===== config.mk =====
export PLATFORM = sky130hd
export DESIGN_NAME = ismc_scan
export DESIGN_NICKNAME = d
export VERILOG_FILES = /design/src/hw/rtl/ismc_scan.sv
export SDC_FILE = /design/constraint.sdc
export NUM_CORES = 1
export LEC_CHECK = 0
export BUFFER_PORTS_ARGS = -buffer_cell sky130_fd_sc_hd__buf_4
export CORE_ASPECT_RATIO = 0.7
export CORE_UTILIZATION = 25
export CTS_CLUSTER_DIAMETER = 120
export DETAILED_ROUTE_END_ITERATION = 10
export GPL_TIMING_DRIVEN = 0
export PLACE_DENSITY = 0.49
export RECOVER_POWER = 50
export SLEW_MARGIN = 0
export SYNTH_ARGS = -nofsm -noshare
export SYNTH_HDL_FRONTEND = slang
export SYNTH_SLANG_ARGS = --single-unit

===== constraint.sdc =====
create_clock -name i_clk -period 2.4 [get_ports i_clk]
set_clock_uncertainty 0.05 [all_clocks]
set_input_delay 0.12 -clock i_clk [delete_from_list [all_inputs] [get_ports i_clk]]
set_output_delay 0.12 -clock i_clk [all_outputs]
set_load 0.02 [all_outputs]

===== src/hw/rtl/ismc_scan.sv =====
// Greedy earliest-finish selector fed by the head of the sorted chain.
// No package dependencies.
module ismc_scan #(
    parameter int TIME_BITS = 31,
    parameter int CNT_W     = 11
) (
    input  logic                  i_clk,
    input  logic                  i_rst_n,
    input  logic                  i_start,
    input  logic                  i_pop,
    input  logic [TIME_BITS-1:0]  i_head_start,
    input  logic [TIME_BITS-1:0]  i_head_end,
    output logic [CNT_W-1:0]      o_taken
);

    logic                 r_first;
    logic [CNT_W-1:0]     r_taken;
    logic [TIME_BITS-1:0] r_finish;
    logic                 take;

    // first interval always taken; touching intervals allowed
    assign take = i_pop && (r_first || (i_head_start >= r_finish));

    always_ff @(posedge i_clk) begin
        if (!i_rst_n) begin
            r_first <= 1'b1;
            r_taken <= '0;
        end else if (i_start) begin
            r_first <= 1'b1;
            r_taken <= '0;
        end else if (take) begin
            r_first <= 1'b0;
            r_taken <= r_taken + CNT_W'(1);
        end
    end

    always_ff @(posedge i_clk) begin
        if (take) begin
            r_finish <= i_head_end;
        end
    end

    assign o_taken = r_taken;

endmodule


== Yosys cells after proc, flatten, opt, wreduce, memory -nomap -nowiden ==
Index checks and enable logic that the tools add are counted.
Storage, ports and cells
  word-level logic and storage cells: 9
  register bits after elaboration: 43
  bits of input ports: 66
Operators by class
  reductions and logical operators: 3
  magnitude comparators: 1
  add/subtract/negate cells: 1
  bitwise gates (word level): 1
Operators with widths (count)
  31-bit greater-or-equal comparator: 1
  11-bit by 1-bit adder with 11-bit output (second input constant): 1
  2-bit OR reduction: 1
  1-bit logical AND: 1
  1-bit logical OR: 1
  1-bit NOT: 1

== Longest topological paths before layout ==
  depth in word-level cells: 3
  gate-level depth with buffers: 11
  gate-level depth less buffers: 9

== Least setup slack after synthesis ==
OpenSTA, ideal clock, no wires.
  path type: flip-flop to flip-flop
  from: register r_finish[14]
  to: register r_finish[0], enable pin
  data required time: 1.964 ns
  arrival time: 2.136 ns
  setup time: 0.386 ns
  period minus slack after synthesis: 2.572 ns
  cell stages (with the launch flop): 11
  setup slack: -0.172 ns
  path through: edfxtp_1 > inv_1 > ha_1 > nand4_1 > nor3_1 > nand2_1 > o211ai_2 > a31oi_1 > buf_6 > buf_6 > inv_1
On the way
  longest elaborated chain between the ends: 3
RTL lines
  from (decl): RTL line 18  | logic [TIME_BITS-1:0] r_finish;
  from (signal assigned): RTL line 39  | r_finish <= i_head_end;
  31-bit greater-or-equal comparator: RTL line 22  | assign take = i_pop && (r_first || (i_head_start >= r_finish));
  1-bit logical OR: RTL line 22
  1-bit logical AND: RTL line 22
  via take: RTL line 19  | logic take;
The timed path passes the listed nets, and every way through them passes these cells.
A chain may end at the register's enable or synchronous reset.

== Worst setup path in the final report ==
  from: register r_finish[19]
  to: register r_finish[17], enable pin
Same word-level chain as after synthesis.

==> impl_metrics.csv <==
group,metric,value,unit
detailed_routing,detail-route-antenna-nets,0,
detailed_routing,vias,1929,
placed_design,gp_congestion,0.746,
synthesis,ys_seq_area_share,51.4,%
synthesis,syn_area,2280,sq um
setup_path,ff2ff_path_depth,10,
setup_path,r2r_slack,90,ps
synthesis,yosys_warnings,0,
clock_tree,clockBufferDepth,2,
floorplanning,die_w,116,um
synthesis,ys_seq_elements,43,
floorplanning,dieArea,9500,sq um
synthesis,syn_area_per_cell,10.8,sq um
setup_path,cpMostUsedCell,"buf_12",
setup_path,crit_path_end,"r_finish[17]",
timing,fin_hold_ws,3.34,ps
setup_path,crit_path_start_kind,"flop",
floorplanning,initial_utilization,26.3,%
setup_path,path_buf_inv,5,
timing,hold_viol,0,
power,p_per_area,500,nW/um^2
global_routing,overflow,0,
setup_path,r2r_start,"r_finish[19]",
power,total_leakage_power,0.00159,uW
setup_path,worstPathCellList,"inv_1, ha_4, and4_1, a221oi_2, o211ai_2, a31oi_4, buf_6, buf_12, clkinvlp_4, buf_12",
setup_path,max_stage_delay,350,ps
outcome,status,"completed",
floorplanning,core_area,8650,sq um
setup_path,critPathRequiredTime,2390,ps
clock_tree,ctsRootBufferMaster,"clkbuf_16",
setup_path,r2r-end,"r_finish[17]",
clock_tree,htree_num_levels,2,
layout,final_common_cell,"buf_4",
layout,n_fill_cell,839,
power,peakVddDrop,0.000257,V
detailed_routing,totalWireLength,5580,um
timing,slew_headroom,65.8,%
detailed_routing,drt_iter0_drc,55,
synthesis,synth_cell_types,32,
clock_tree,cts_made_buffers,5,
timing,period_needed,2310,ps
global_routing,track_usage,12.5,%
setup_path,critPathKind,"flop to flop",
placed_design,dp_worst_setup_slack,-733,ps
global_routing,antenna_found_initial,0,
setup_path,critPathSlowestCell,"edfxtp_1",
floorplanning,pin_count,77,
timing,fin_ws,85.7,ps
setup_path,cp_max_fo,16,
placed_design,dp_hpwl,4070,um
min_path,holdCritPathClass,"input port to flop",
clock_tree,clk_pin_slew,60,ps
clock_tree,clk-insertion-delay-late,280,ps
clock_tree,tritoncts,"built",
synthesis,synth_fp_nets,308,
layout,fin_area,3690,sq um
synthesis,async_flop_share,0,%
layout,drive_above_1_share,35.4,%
flow_run,cap_viol_max_count,0,
setup_path,crit_family,"compound AO/OA/AOI/OAI gates",
layout,synthToLayoutAreaGrowth,62.1,%
timing,slew_violations,0,
global_routing,grt_pass1_vias,1798,
clock_tree,cts_sinks,43,
floorplanning,rows,28,
detailed_routing,wl_per_cell,12.3,um
global_routing,grt_pass1_wl,8740,um
timing,fin_crit_sh,96.4,%
synthesis,netlist_instances,210,
timing,rsz0062_at_grt,"true",
setup_path,endpoint_kind,"flop",
setup_path,crit_cells,10,
setup_path,crit_path_start,"r_finish[19]",
layout,antennaDiodeCount,0,
detailed_routing,drcViolationCount,0,
detailed_routing,vias_per_cell,4.26,
timing,setup_viol,0,
timing,fmax,432,MHz
setup_path,arrival,2300,ps
placed_design,place_area,3030,sq um
timing,tightest_slew,513,ps
detailed_routing,dr.pass1.iters,4,
placed_design,port_buffers,76,
floorplanning,die_h,81.9,um
synthesis,synth_edf_count,31,
synthesis,ys.flop_type,"edfxtp_1",
global_routing,grt_max_degree,17,
layout,nets,430,
layout,final_cell_mix,"58 x buf_4, 31 x dlygate4sd3_1, 31 x edfxtp_1, 30 x inv_1, 25 x ha_1",
[worst min path at each step]
| stage | startpoint | to | slack [ps] | cells after the start |
|---|---|---|---|---|
| 2_1_floorplan | i_head_end[0] | r_finish[0] | 170 | 0 |
| 3_3_place_gp | i_head_end[27] | r_finish[27] | 250 | 1 |
| 3_5_place_dp | i_head_end[18] | r_finish[18] | 250 | 1 |
| 4_1_cts | i_pop | r_first | 4 | 2 |
| 5_1_grt | i_pop | r_first | 10 | 2 |
| 6_report | i_pop | r_first | 3 | 2 |
[Yosys cell counts (3+ instances only)]
cell	number	area [sq um]
nor2_1	4	15.0
o21ai_0	5	25.0
nand3_1	8	40.0
o21ai_1	8	40.0
ha_1	32	400
inv_1	34	128
nand4_1	6	37.5
dfxtp_1	12	240
nor3_1	3	15.0
a21oi_1	22	110
edfxtp_1	31	931
or3_1	6	37.5
nand2_1	14	52.6
[flip-flops by register name, summed over array words and instances, names as in the netlist]
name,cells
r_finish,31
o_taken,11
r_first,1
[where the power goes]
part           switching (uW)  internal (uW)  leakage [uW]
sequential               11.0            837      0.000398
combinational             149            199       0.00112
clock                     266            385     0.0000679
total                     426           1420       0.00159
[per-stage QoR]
stage | util [%] | setup TNS, ps | power [uW] | std cells
after floorplan | - | -3280 | 993 | 210
after global placement | 35.0 | -22260 | 1120 | 406
after detailed placement | 35.0 | -22660 | 1130 | 406
after CTS | 41.5 | 0 | 1860 | 453
after global routing | 42.7 | -725 | 1960 | 453
final | 42.7 | 0 | 1850 | 453
[cell type report]
type | instances | area (sq um) | area share, %
Sequential cell | 43 | 1170 | 31.7
Buffer | 3 | 35.0 | 0.949
Clock buffer | 7 | 133 | 3.59
Tap cell | 120 | 150 | 4.07
Clock inverter | 1 | 5.00 | 0.136
Inverter | 34 | 131 | 3.56
Timing Repair Buffer | 114 | 958 | 26.0
Timing Repair inverter | 1 | 7.51 | 0.203
Multi-Input combinational cell | 130 | 1100 | 29.8
[cell families (layout without fill, tap and decap cells)]
logic type               count (synthesis)  in the layout  share of synthesized area [%]
XOR/XNOR                                 1              1                          0.385
multiplexers                             1              1                          0.440
adder cells (fa/ha/maj)                 32             32                           17.6
AND/OR/NAND/NOR                         52             52                           12.2
AO/OA/AOI/OAI                           44             44                           11.2
buffers and inverters                   37            160                           6.76
flip-flops                              43             43                           51.4
[per-layer routing]
layer	vias to the layer above	part of all wire (%)	track usage [%]	wire (um)
met3	4	5.4	2.88	299
li1	1005	-	-	-
met1	865	49	17.4	2760
met2	55	44	18.6	2460
met5	-	0	0	0
met4	0	1.0	4.62	56
[timing repair]
item	CTS	global route
endpoints found under the hold margin	31	0
setup buffers	7	0
setup endpoints to repair	31	41
gates cloned	1	0
hold buffers	31	0
gates resized for setup	7	18
pin swaps	2	12
Power figures use the tool's default switching activity.
