## src/hw/rtl/ismc_pkg.sv

```systemverilog
// Shared types and constants of the interval scheduler.
// No dependencies.
package ismc_pkg;

    // result count field
    localparam int OUT_W     = 11;
    localparam int COUNT_MAX = 2047;

    // per-cycle command broadcast to every sorter cell
    typedef struct packed {
        logic insert;   // place the new interval in order
        logic pop;      // shift everything one cell toward the head
    } t_cell_ctrl;

    typedef enum logic [1:0] {
        S_LOAD,
        S_SCAN,
        S_DONE
    } t_state;

endpackage

```

## src/hw/rtl/ismc_cell.sv

```systemverilog
// One cell of the insertion-sort chain: holds one interval and a valid bit.
// Depends on ismc_pkg (t_cell_ctrl).
module ismc_cell #(
    parameter int TIME_BITS = 31
) (
    input  logic                  i_clk,
    input  logic                  i_rst_n,
    input  ismc_pkg::t_cell_ctrl  i_ctrl,
    input  logic [TIME_BITS-1:0]  i_new_start,
    input  logic [TIME_BITS-1:0]  i_new_end,
    input  logic                  i_left_valid,
    input  logic                  i_left_after,
    input  logic [TIME_BITS-1:0]  i_left_start,
    input  logic [TIME_BITS-1:0]  i_left_end,
    input  logic                  i_right_valid,
    input  logic [TIME_BITS-1:0]  i_right_start,
    input  logic [TIME_BITS-1:0]  i_right_end,
    output logic                  o_valid,
    output logic [TIME_BITS-1:0]  o_start,
    output logic [TIME_BITS-1:0]  o_end,
    output logic                  o_after
);

    logic                 r_valid;
    logic [TIME_BITS-1:0] r_start;
    logic [TIME_BITS-1:0] r_end;
    logic                 n_valid;
    logic [TIME_BITS-1:0] n_start;
    logic [TIME_BITS-1:0] n_end;
    logic                 after;

    // empty cells sort after everything
    assign after = !r_valid || (r_end > i_new_end) ||
                   ((r_end == i_new_end) && (r_start > i_new_start));

    always_comb begin
        n_valid = r_valid;
        n_start = r_start;
        n_end   = r_end;
        if (i_ctrl.pop) begin
            n_valid = i_right_valid;
            n_start = i_right_start;
            n_end   = i_right_end;
        end else if (i_ctrl.insert && after) begin
            if (i_left_after) begin
                n_valid = i_left_valid;
                n_start = i_left_start;
                n_end   = i_left_end;
            end else begin
                n_valid = 1'b1;
                n_start = i_new_start;
                n_end   = i_new_end;
            end
        end
    end

    always_ff @(posedge i_clk) begin
        if (!i_rst_n) begin
            r_valid <= 1'b0;
        end else begin
            r_valid <= n_valid;
        end
    end

    always_ff @(posedge i_clk) begin
        r_start <= n_start;
        r_end   <= n_end;
    end

    assign o_valid = r_valid;
    assign o_start = r_start;
    assign o_end   = r_end;
    assign o_after = after;

endmodule

```

## config.mk

```make
export PLATFORM = sky130hd
export DESIGN_NAME = ismc_cell
export DESIGN_NICKNAME = d
export VERILOG_FILES = /design/src/hw/rtl/ismc_pkg.sv /design/src/hw/rtl/ismc_cell.sv
export SDC_FILE = /design/constraint.sdc
export NUM_CORES = 1
export LEC_CHECK = 0
export ABC_CLOCK_PERIOD_IN_PS = 4600
export BUFFER_PORTS_ARGS = -buffer_cell sky130_fd_sc_hd__buf_2
export CAP_MARGIN = 20
export CORE_ASPECT_RATIO = 0.5
export CORE_UTILIZATION = 40
export CTS_CLUSTER_SIZE = 16
export DETAILED_ROUTE_END_ITERATION = 8
export GPL_TIMING_DRIVEN = 0
export PLACE_DENSITY = 0.76
export SLEW_MARGIN = 20
export SYNTH_ARGS = -nofsm -noshare
export SYNTH_HDL_FRONTEND = slang
export SYNTH_SLANG_ARGS = --single-unit
```

## constraint.sdc

```tcl
create_clock -name i_clk -period 4.6 [get_ports i_clk]
set_input_delay 0.46 -clock i_clk [delete_from_list [all_inputs] [get_ports i_clk]]
set_output_delay 0.46 -clock i_clk [all_outputs]
set_load 0.02 [all_outputs]
```

[After elaboration in Yosys (flattened, before gate mapping)]
Cells that the tools add are included.
Storage, ports and cells
  bits in registers: 63
  logic and storage cells: 21
  output and inout bits: 64
  input bits: 193
Operators by class
  reductions and logical operators: 6
  equal/unequal tests: 1
  $lt $le $gt $ge: 2
  muxes and demuxes: 9
Operators by type and width (count)
  $mux W31: 6
  $gt A31 B31 Y1: 2
  $eq A31 B31 Y1: 1
  $mux W1: 3
  $logic_and A1 B1 Y1: 2
  $logic_or A1 B1 Y1: 2
  $reduce_bool A2 Y1: 1
  $logic_not A1 Y1: 1

[Depth between registers and ports, before layout]
Gate-level depths: netlist (run 1).
  word-level depth: 6
  depth in mapped cells: 9
  depth with buffers taken out: 9

[Worst setup path after synthesis (run 1)]
No wires, ideal clock.
  path type: reg-to-reg
  start point: register r_end[30] (netlist: o_end[30])
  end point: register r_end[0] (netlist: o_end[0]), enable pin
  buffers on the path: 0
  data required time: 4181 ps
  data arrival time: 3239 ps
  stages on the path, launching flop included: 8
  clock period less this slack: 3658 ps
  path slack: 942 ps
  setup time: 419 ps
  cell sequence: edfxtp_1 ha_1 nand4_2 nor4_2 nand3_1 o31a_1 nand4_2 a21o_1
Between the ends
  longest elaborated chain between the ends: 5
  elaborated cells on any way between the ends: 7
  classes of those cells: 1 x order compare; 1 x eq/ne; 5 x reduce/logical
Ends and longest elaborated chain
  from (decl): RTL line ismc_cell.sv:26  | logic [TIME_BITS-1:0] r_end;
  from (signal assigned): RTL line ismc_cell.sv:67  | r_end <= n_end;
  $gt A31 B31 Y1 or $eq A31 B31 Y1 (tied branches): RTL line ismc_cell.sv:33, ismc_cell.sv:34
  $logic_or A1 B1 Y1 or $logic_and A1 B1 Y1 (tied branches): RTL line ismc_cell.sv:33, ismc_cell.sv:34
  $logic_or A1 B1 Y1 (*): RTL line ismc_cell.sv:33  | assign after = !r_valid || (r_end > i_new_end) ||
  net o_after: RTL line ismc_cell.sv:21  | output logic o_after
  $logic_and A1 B1 Y1 (*): RTL line ismc_cell.sv:44  | end else if (i_ctrl.insert && after) begin
  $reduce_bool A2 Y1 (no source line) (*)
Mark *: on every way through the listed nets, which the timed path passes. The rest lies on a longest branch.
A chain may end at the register's enable or synchronous reset.

[Worst setup path after layout (run 1)]
  start point: register r_end[8] (netlist: o_end[8])
  end point: output o_after
Between the ends
  longest elaborated chain between the ends: 3
  elaborated cells on any way between the ends: 5
  classes of those cells: 1 x order compare; 1 x eq/ne; 3 x reduce/logical
Ends and longest elaborated chain (RTL line)
  $gt A31 B31 Y1 or $eq A31 B31 Y1 (tied branches): ismc_cell.sv:33, ismc_cell.sv:34
  $logic_or A1 B1 Y1 or $logic_and A1 B1 Y1 (tied branches): ismc_cell.sv:33, ismc_cell.sv:34
  $logic_or A1 B1 Y1 (*): ismc_cell.sv:33
  to (decl): ismc_cell.sv:21
Every way passes the cells marked *; elsewhere a longest branch is shown, timed or not.

==> run_results.csv, run 1 <==
group,metric,value,unit
outcome,status,"completed",
floorplanning,fp-row-count,27,
sta,fin_crit,3.044,ns
layout,final_cell_area,0.006529,sq mm
synth,muxShareOfSynthArea,0.1300,
clocking,numCtsBuffers,9,
synth,synth.top_cell.area_share,0.3899,
drt,detailroute.via_count,4593,
floorplanning,start_util,0.4219,
critical_path,library_cell_appearing_most_often_on_the_critical_path,"sky130_fd_sc_hd__o21ai_0",
clocking,ctsHtreeMaxLevel,3,
synth,synth_fa_ha_area_frac,0.1625,
min_path,hold_path_class,"in2reg",
place,placement.cell_area,0.006280,sq mm
grt,antenna_found_initial,0,
clocking,numClockSinks,63,
power_and_ir_drop,static-leakage-power,3.467,nW
synth,post_synth_instance_area,0.004775,sq mm
run,maxCapViolCount,0,
sta,report.final.setup_viol,0,
floorplanning,io-pin-count,257,
synth,yosys-top-cells-area,"sky130_fd_sc_hd__edfxtp_1, sky130_fd_sc_hd__ha_1, sky130_fd_sc_hd__mux2i_1, sky130_fd_sc_hd__o21ai_0, sky130_fd_sc_hd__nand2_1",
synth,synth_top_cell_by_area,"sky130_fd_sc_hd__edfxtp_1",
synth,synth.most_common_cell,"sky130_fd_sc_hd__nand2_1",
critical_path,critPathTopFamily,"compound AO/OA/AOI/OAI gates",
grt,grt_pass1_wl,21.26,mm
floorplanning,floorplan.die.height,79.26,microns
drt,final_antenna_net_count,0,
critical_path,path_buf_inv,1,
layout,ratio_of_cells_with_drive_above_1_in_the_final_layout,0.3601,
grt,number_of_global_route_vias_before_repair,4469,
synth,synth_cell_type_count,34,
drt,post_drt_wl_per_cell,14.71,microns
synth,synth-compound-area-share,0.1352,
critical_path,timing.critical_path.to_type,"output port",
synth,asyncSetResetFlopFracSynth,0,
power_and_ir_drop,power_per_cell_area,286.5,mW/mm^2
grt,overflow,0,
sta,worst_pin_slew,0.6074,ns
synth,synthCells,502,
clocking,ctsRootBufferMaster,"sky130_fd_sc_hd__clkbuf_16",
clocking,cts_max_path_buffers,2,
drt,vias_per_cell,4.933,
sta,final_period_utilization,0.6618,
clocking,clkTransAtPathRegs,0.05,ns
synth,post_synth_and_or_nand_nor_area_fraction,0.1090,
drt,detail_route.drc_violations,0,
layout,area.growth.synth_to_final,36.74,%
sta,setup_tns,0,ns
critical_path,critPathSlowestCell,"sky130_fd_sc_hd__a221oi_1",
synth,synth_enable_flop_cells,62,
synth,synth_top_family_by_area,"adder cells",
sta,max-slew-margin-rel,0.5951,
grt,grt_start_max_net_pins,48,
clocking,post_cts.repair.setup_buffers,0,
drt,postRouteWirelength,13.69,mm
critical_path,worstPathArrival,2.58,ns
sta,hold_viol_final,0,
floorplanning,die_w,156.5,microns
floorplanning,coreArea,0.01132,sq mm
grt,global_route.usage.total,0.2215,
layout,final_nets,1023,
clocking,post_cts_hold_buffer_count,0,
synth,post_synth_xor_area_fraction,0,
synth,synth_area_per_cell,9.511,sq um
layout,finalCoreUtilization,0.5769,
place,portBuffers,254,
power_and_ir_drop,worst_vdd_ir,176.7,uV
critical_path,timing.critical_path.slowest_cell_delay,0.43,ns
sta,rsz0062_at_grt,"no",
layout,antenna-diode-count,0,
synth,synth.ff_latch_count,63,
synth,post_synth_most_frequent_cells,"sky130_fd_sc_hd__nand2_1, sky130_fd_sc_hd__o21ai_0, sky130_fd_sc_hd__inv_1",
synth,synthFlopType,"sky130_fd_sc_hd__edfxtp_1",
clocking,cts_tree,"done",
critical_path,critPathMaxFanout,3,
place,dp.final_hpwl,11.13,mm
sta,max_freq,0.3285,GHz
floorplanning,fp.dieArea,0.01240,sq mm
drt,drt_iter0_drc,159,
critical_path,crit_chain,"ha_1 -> a21oi_1 -> o21ai_0 -> a221oi_1 -> a21boi_2 -> o21ai_0 -> nand4_2 -> buf_2",
sta,timing_max_transition_violations_final,0,
synth,yosysSeqAreaShare,0.3941,
critical_path,start_kind,"flop",
clocking,cts_resized,0,
synth,synth.net_count,757,
drt,first_pass_iters,4,
critical_path,cp.required,4.14,ns
clocking,worst_skew_pair.late_latency,0.32,ns
layout,fillerInstances,1031,
critical_path,timing.setup.critical_path_class,"reg2out",
place,gp_congestion,0.8196,
synth,ys_warn_count,0,
sta,clock_skew,0.005869,ns
## where the power goes
part           internal (mW)  total, mW  switching [mW]  leakage, nW
Combinational          0.225      0.536           0.311         2.70
Sequential             0.709      0.742          0.0328        0.647
Clock                  0.359      0.593           0.233        0.121
## layout make-up
cell class              instances  area (sq um)  share of cell area
plain buffers                  21         86.33             0.01322
clock buffers                  13         240.2             0.03680
clock inverters                 2         8.758            0.001342
inverters                      65         244.0             0.03737
multi-input cells             353          2570              0.3936
flip-flops and latches         63          1882              0.2882
well taps                     159         198.9             0.03047
repair buffers                255          1299              0.1989
## metal layers
layer / track usage / up-vias / share of wire
met3: 0.04367 / 12 / 0.041
met5: 0 / - / 0
met4: 0.05098 / 0 / 0.0093
met1: 0.2625 / 2141 / 0.44
met2: 0.4138 / 119 / 0.51
li1: - / 2321 / -
## tightest hold or removal path: stages
cell                      delay (ns)
sky130_fd_sc_hd__buf_2          0.10
sky130_fd_sc_hd__o21ai_0        0.06
sky130_fd_sc_hd__a31oi_1        0.04
## cell usage in the layout (no fill, tap or decap), drive strengths merged
cell type and count:
buf 261, nand2 78, o21ai 73, inv 65
mux2i 62, ha 62, edfxtp 62, clkbuf 28
a21oi 23, nand4 13, a21o 7, nor2 6
nand3 5, nor3 4, a211oi 3, nand3b 2
o31ai 2, a31oi 2, nor4 2, clkinv 2
nand2b 1, a221oi 1, a21boi 1, o211a 1
a221o 1, o31a 1, nor2b 1, o21bai 1
o22ai 1, dfxtp 1
## final timing paths
check | from | slack [ns] | end | depth (start not counted)
worst max-delay path | o_end[8] | 1.56 | o_after | 8
worst min-delay path | i_rst_n | 0.39 | o_valid | 3
worst max register to register | o_end[14] | 1.63 | o_end[2] | 8
worst min register to register | o_valid | 0.59 | o_valid | 2
## stage by stage
stage               setup slack (ns)  power (mW)  cells  hold slack (ns)
floorplan                     0.9424       1.066    502           0.5983
global placement            0.004688       1.273    915           0.5724
detailed placement             1.435       1.292    916           0.5887
CTS                            1.497       1.890    931           0.3786
global route                   1.340       1.978    931           0.4063
finish                         1.556       1.871    931           0.3880
## sequential cells by signal, summed over array words and instances (netlist names)
name / count
o_end: 31
o_start: 31
o_valid: 1
## kinds of logic after synthesis
kind of cell / Yosys count
AOI/OAI and AO/OA: 117
DFF: 63
adders and majority gates: 62
buffers and inverters: 86
and+or+nand+nor: 112
muxes: 62
Note: power is estimated with default switching activity, not from simulation.
==> run 2, diff against run 1 <==
--- a/config.mk
+++ b/config.mk
@@ -5,7 +5,7 @@
 export SDC_FILE = /design/constraint.sdc
 export NUM_CORES = 1
 export LEC_CHECK = 0
-export ABC_CLOCK_PERIOD_IN_PS = 4600
+export ABC_CLOCK_PERIOD_IN_PS = 2900
 export BUFFER_PORTS_ARGS = -buffer_cell sky130_fd_sc_hd__buf_2
 export CAP_MARGIN = 20
 export CORE_ASPECT_RATIO = 0.5
==> constraint.sdc (replaced) <==
create_clock -name i_clk -period 2.9 [get_ports i_clk]
set_input_delay 0.29 -clock i_clk [delete_from_list [all_inputs] [get_ports i_clk]]
set_output_delay 0.29 -clock i_clk [all_outputs]
set_load 0.02 [all_outputs]
==> run 2 against run 1 <==
Against the previous run:
- clock skew grew 0.0035 ns
- clock power increased by 74%
- core utilization increased by 0.43 points
- critical endpoint is now o_start[20]
- sequential cell count unchanged
- largest cell class unchanged
- total power is 64% higher
- hold slack lost 0.17 ns
- die area unchanged
- worst setup slack got worse by 1.4 ns
- via count is 1.3% higher
==> run_results.csv, run 2 (synthesis gave the netlist of run 1 again) <==
group,metric,value,unit
sta,max-slew-margin-rel,0.5824,
critical_path,reg_to_reg_critical_path_startpoint,"o_end[29]",
clocking,ctsRootBufferMaster,"sky130_fd_sc_hd__clkbuf_16",
critical_path,timing.critical_path.to_type,"flop",
critical_path,library_cell_appearing_most_often_on_the_critical_path,"sky130_fd_sc_hd__nand4_2",
drt,drt_iter0_drc,223,
critical_path,timing.critical_path.slowest_cell_delay,0.45,ns
floorplanning,io-pin-count,257,
clocking,cts_tree,"done",
critical_path,timing.setup.critical_path_class,"reg2reg",
sta,rsz0062_at_grt,"no",
critical_path,r2r_slack,0.14,ns
place,portBuffers,254,
power_and_ir_drop,static-leakage-power,3.491,nW
grt,number_of_global_route_vias_before_repair,4542,
drt,route.met3.wl,596,microns
place,gp_congestion,0.8269,
critical_path,path_buf_inv,0,
run,maxCapViolCount,0,
grt,grt_start_max_net_pins,32,
power_and_ir_drop,power_per_cell_area,467.1,mW/mm^2
layout,final_nets,1023,
sta,hold_viol_final,0,
clocking,numClockSinks,63,
sta,max_freq,0.3628,GHz
power_and_ir_drop,cell_internal_pwr,2.138,mW
grt,overflow,0,
clocking,post_cts.repair.setup_buffers,0,
power_and_ir_drop,power_frac_seq,0.383,
grt,grt_pass1_wl,21.87,mm
clocking,clkTransAtPathRegs,0.06,ns
floorplanning,coreArea,0.01132,sq mm
place,dp.final_hpwl,11.16,mm
drt,first_pass_iters,5,
drt,wl_met2,7.056,mm
power_and_ir_drop,p_switching,933.9,uW
outcome,status,"completed",
floorplanning,fp.dieArea,0.01240,sq mm
sta,fin_crit,2.757,ns
floorplanning,die_w,156.5,microns
layout,antenna-diode-count,0,
critical_path,worstPathArrival,2.72,ns
critical_path,rr_endpoint,"o_start[20]",
grt,antenna_found_initial,0,
sta,timing_max_transition_violations_final,0,
clocking,ctsHtreeMaxLevel,3,
critical_path,crit_chain,"ha_1 -> nand4_2 -> nor4_2 -> nand3_2 -> o31a_1 -> nand4_2 -> a21o_4",
power_and_ir_drop,share_clk_of_total_power,0.337,
power_and_ir_drop,switching_share,0.3040,
grt,global_route.usage.total,0.2280,
layout,fillerInstances,1023,
sta,setup_tns,0,ns
min_path,hold_path_class,"in2reg",
drt,final_antenna_net_count,0,
sta,report.final.setup_viol,0,
clocking,cts_max_path_buffers,2,
drt,detailroute.via_count,4654,
drt,routed.top_layer,"met4",
sta,hold_slack,0.2225,ns
sta,final_period_utilization,0.9506,
critical_path,critPathTopFamily,"simple AND/OR/NAND/NOR gates",
clocking,worst_skew_pair.late_latency,0.32,ns
min_path,hold_start,"i_rst_n",
clocking,post_cts_hold_buffer_count,0,
layout,finalCoreUtilization,0.5812,
critical_path,r2r_cells,7,
drt,post_drt_wl_per_cell,15.04,microns
power_and_ir_drop,combPwrFrac,0.280,
critical_path,cp.required,2.86,ns
critical_path,critPathSlowestCell,"sky130_fd_sc_hd__a21o_4",
layout,area.growth.synth_to_final,37.76,%
drt,postRouteWirelength,14.02,mm
floorplanning,floorplan.die.height,79.26,microns
drt,detail_route.drc_violations,0,
floorplanning,start_util,0.4219,
layout,final_cell_mix,"sky130_fd_sc_hd__buf_2, sky130_fd_sc_hd__nand2_1, sky130_fd_sc_hd__o21ai_0",
layout,final_common_cell,"sky130_fd_sc_hd__buf_2",
critical_path,critPathMaxFanout,31,
drt,met1_length,6.180,mm
min_path,whs_endpoint,"o_valid",
floorplanning,fp-row-count,27,
layout,ratio_of_cells_with_drive_above_1_in_the_final_layout,0.3687,
sta,worst_pin_slew,0.6264,ns
drt,vias_per_cell,4.994,
min_path,whs_path_depth,3,
sta,clock_skew,0.009404,ns
critical_path,start_kind,"flop",
power_and_ir_drop,worst_vdd_ir,332.5,uV
clocking,numCtsBuffers,9,
## run 2: power by group through the flow
stage / clock network, mW / registers, mW / logic, mW
2_1_floorplan: 0 / 1.31 / 0.380
3_3_place_gp: 0 / 1.19 / 0.827
3_5_place_dp: 0 / 1.20 / 0.850
4_1_cts: 1.07 / 1.18 / 0.864
5_1_grt: 1.10 / 1.19 / 0.954
6_report: 1.03 / 1.18 / 0.860
## run 2: final cells by class
type                       instances  area, sq um  share of cell area
buffer                            21        86.33             0.01313
clock buffer                      11        232.7             0.03538
clock inverter                     5        48.80            0.007419
inverter                          65        244.0             0.03709
multi-input combinational        354         2614              0.3974
sequential                        63         1882              0.2861
tap                              159        198.9             0.03025
timing repair buffer             254         1271              0.1933
## run 2: tightest hold or removal path, stage by stage
cell                      delay [ns]
sky130_fd_sc_hd__buf_2          0.09
sky130_fd_sc_hd__o21ai_0        0.07
sky130_fd_sc_hd__a31oi_1        0.04
## run 2: through the flow
stage | cells | cell area [sq um] | setup slack (ns) | power (mW)
after detailed placement | 915 | 6252 | -0.2694 | 2.047
after global placement | 915 | 6252 | -0.2514 | 2.017
after CTS | 932 | 6560 | 0.005504 | 3.111
after global routing | 932 | 6578 | 0.008364 | 3.249
after floorplan | 502 | 4782 | 0.09980 | 1.690
final | 932 | 6578 | 0.1434 | 3.072
## run 2: worst max-delay path by stage
stage | end | slack, ns | startpoint | depth (start not counted)
global route | o_start[20] | 0.008 | o_start[14] | 8
CTS | o_after | 0.006 | o_end[8] | 8
floorplan | o_end[0] | 0.1 | o_end[30] | 7
detailed placement | o_end[10] | -0.27 | i_new_end[13] | 9
finish | o_start[20] | 0.14 | o_end[29] | 7
global placement | o_end[6] | -0.25 | i_new_end[13] | 9
## run 2: routing by layer
layer | track usage | vias up
met4 | 0.05098 | 0
met2 | 0.4179 | 130
met3 | 0.04476 | 15
met5 | 0 | -
li1 | - | 2330
met1 | 0.2772 | 2179
## run 2: repair_timing
item,in CTS,in global routing
hold endpoints to repair,0,0
resized for setup,3,4
pin swaps,1,0
setup endpoints to repair,63,63
gates cloned,1,0
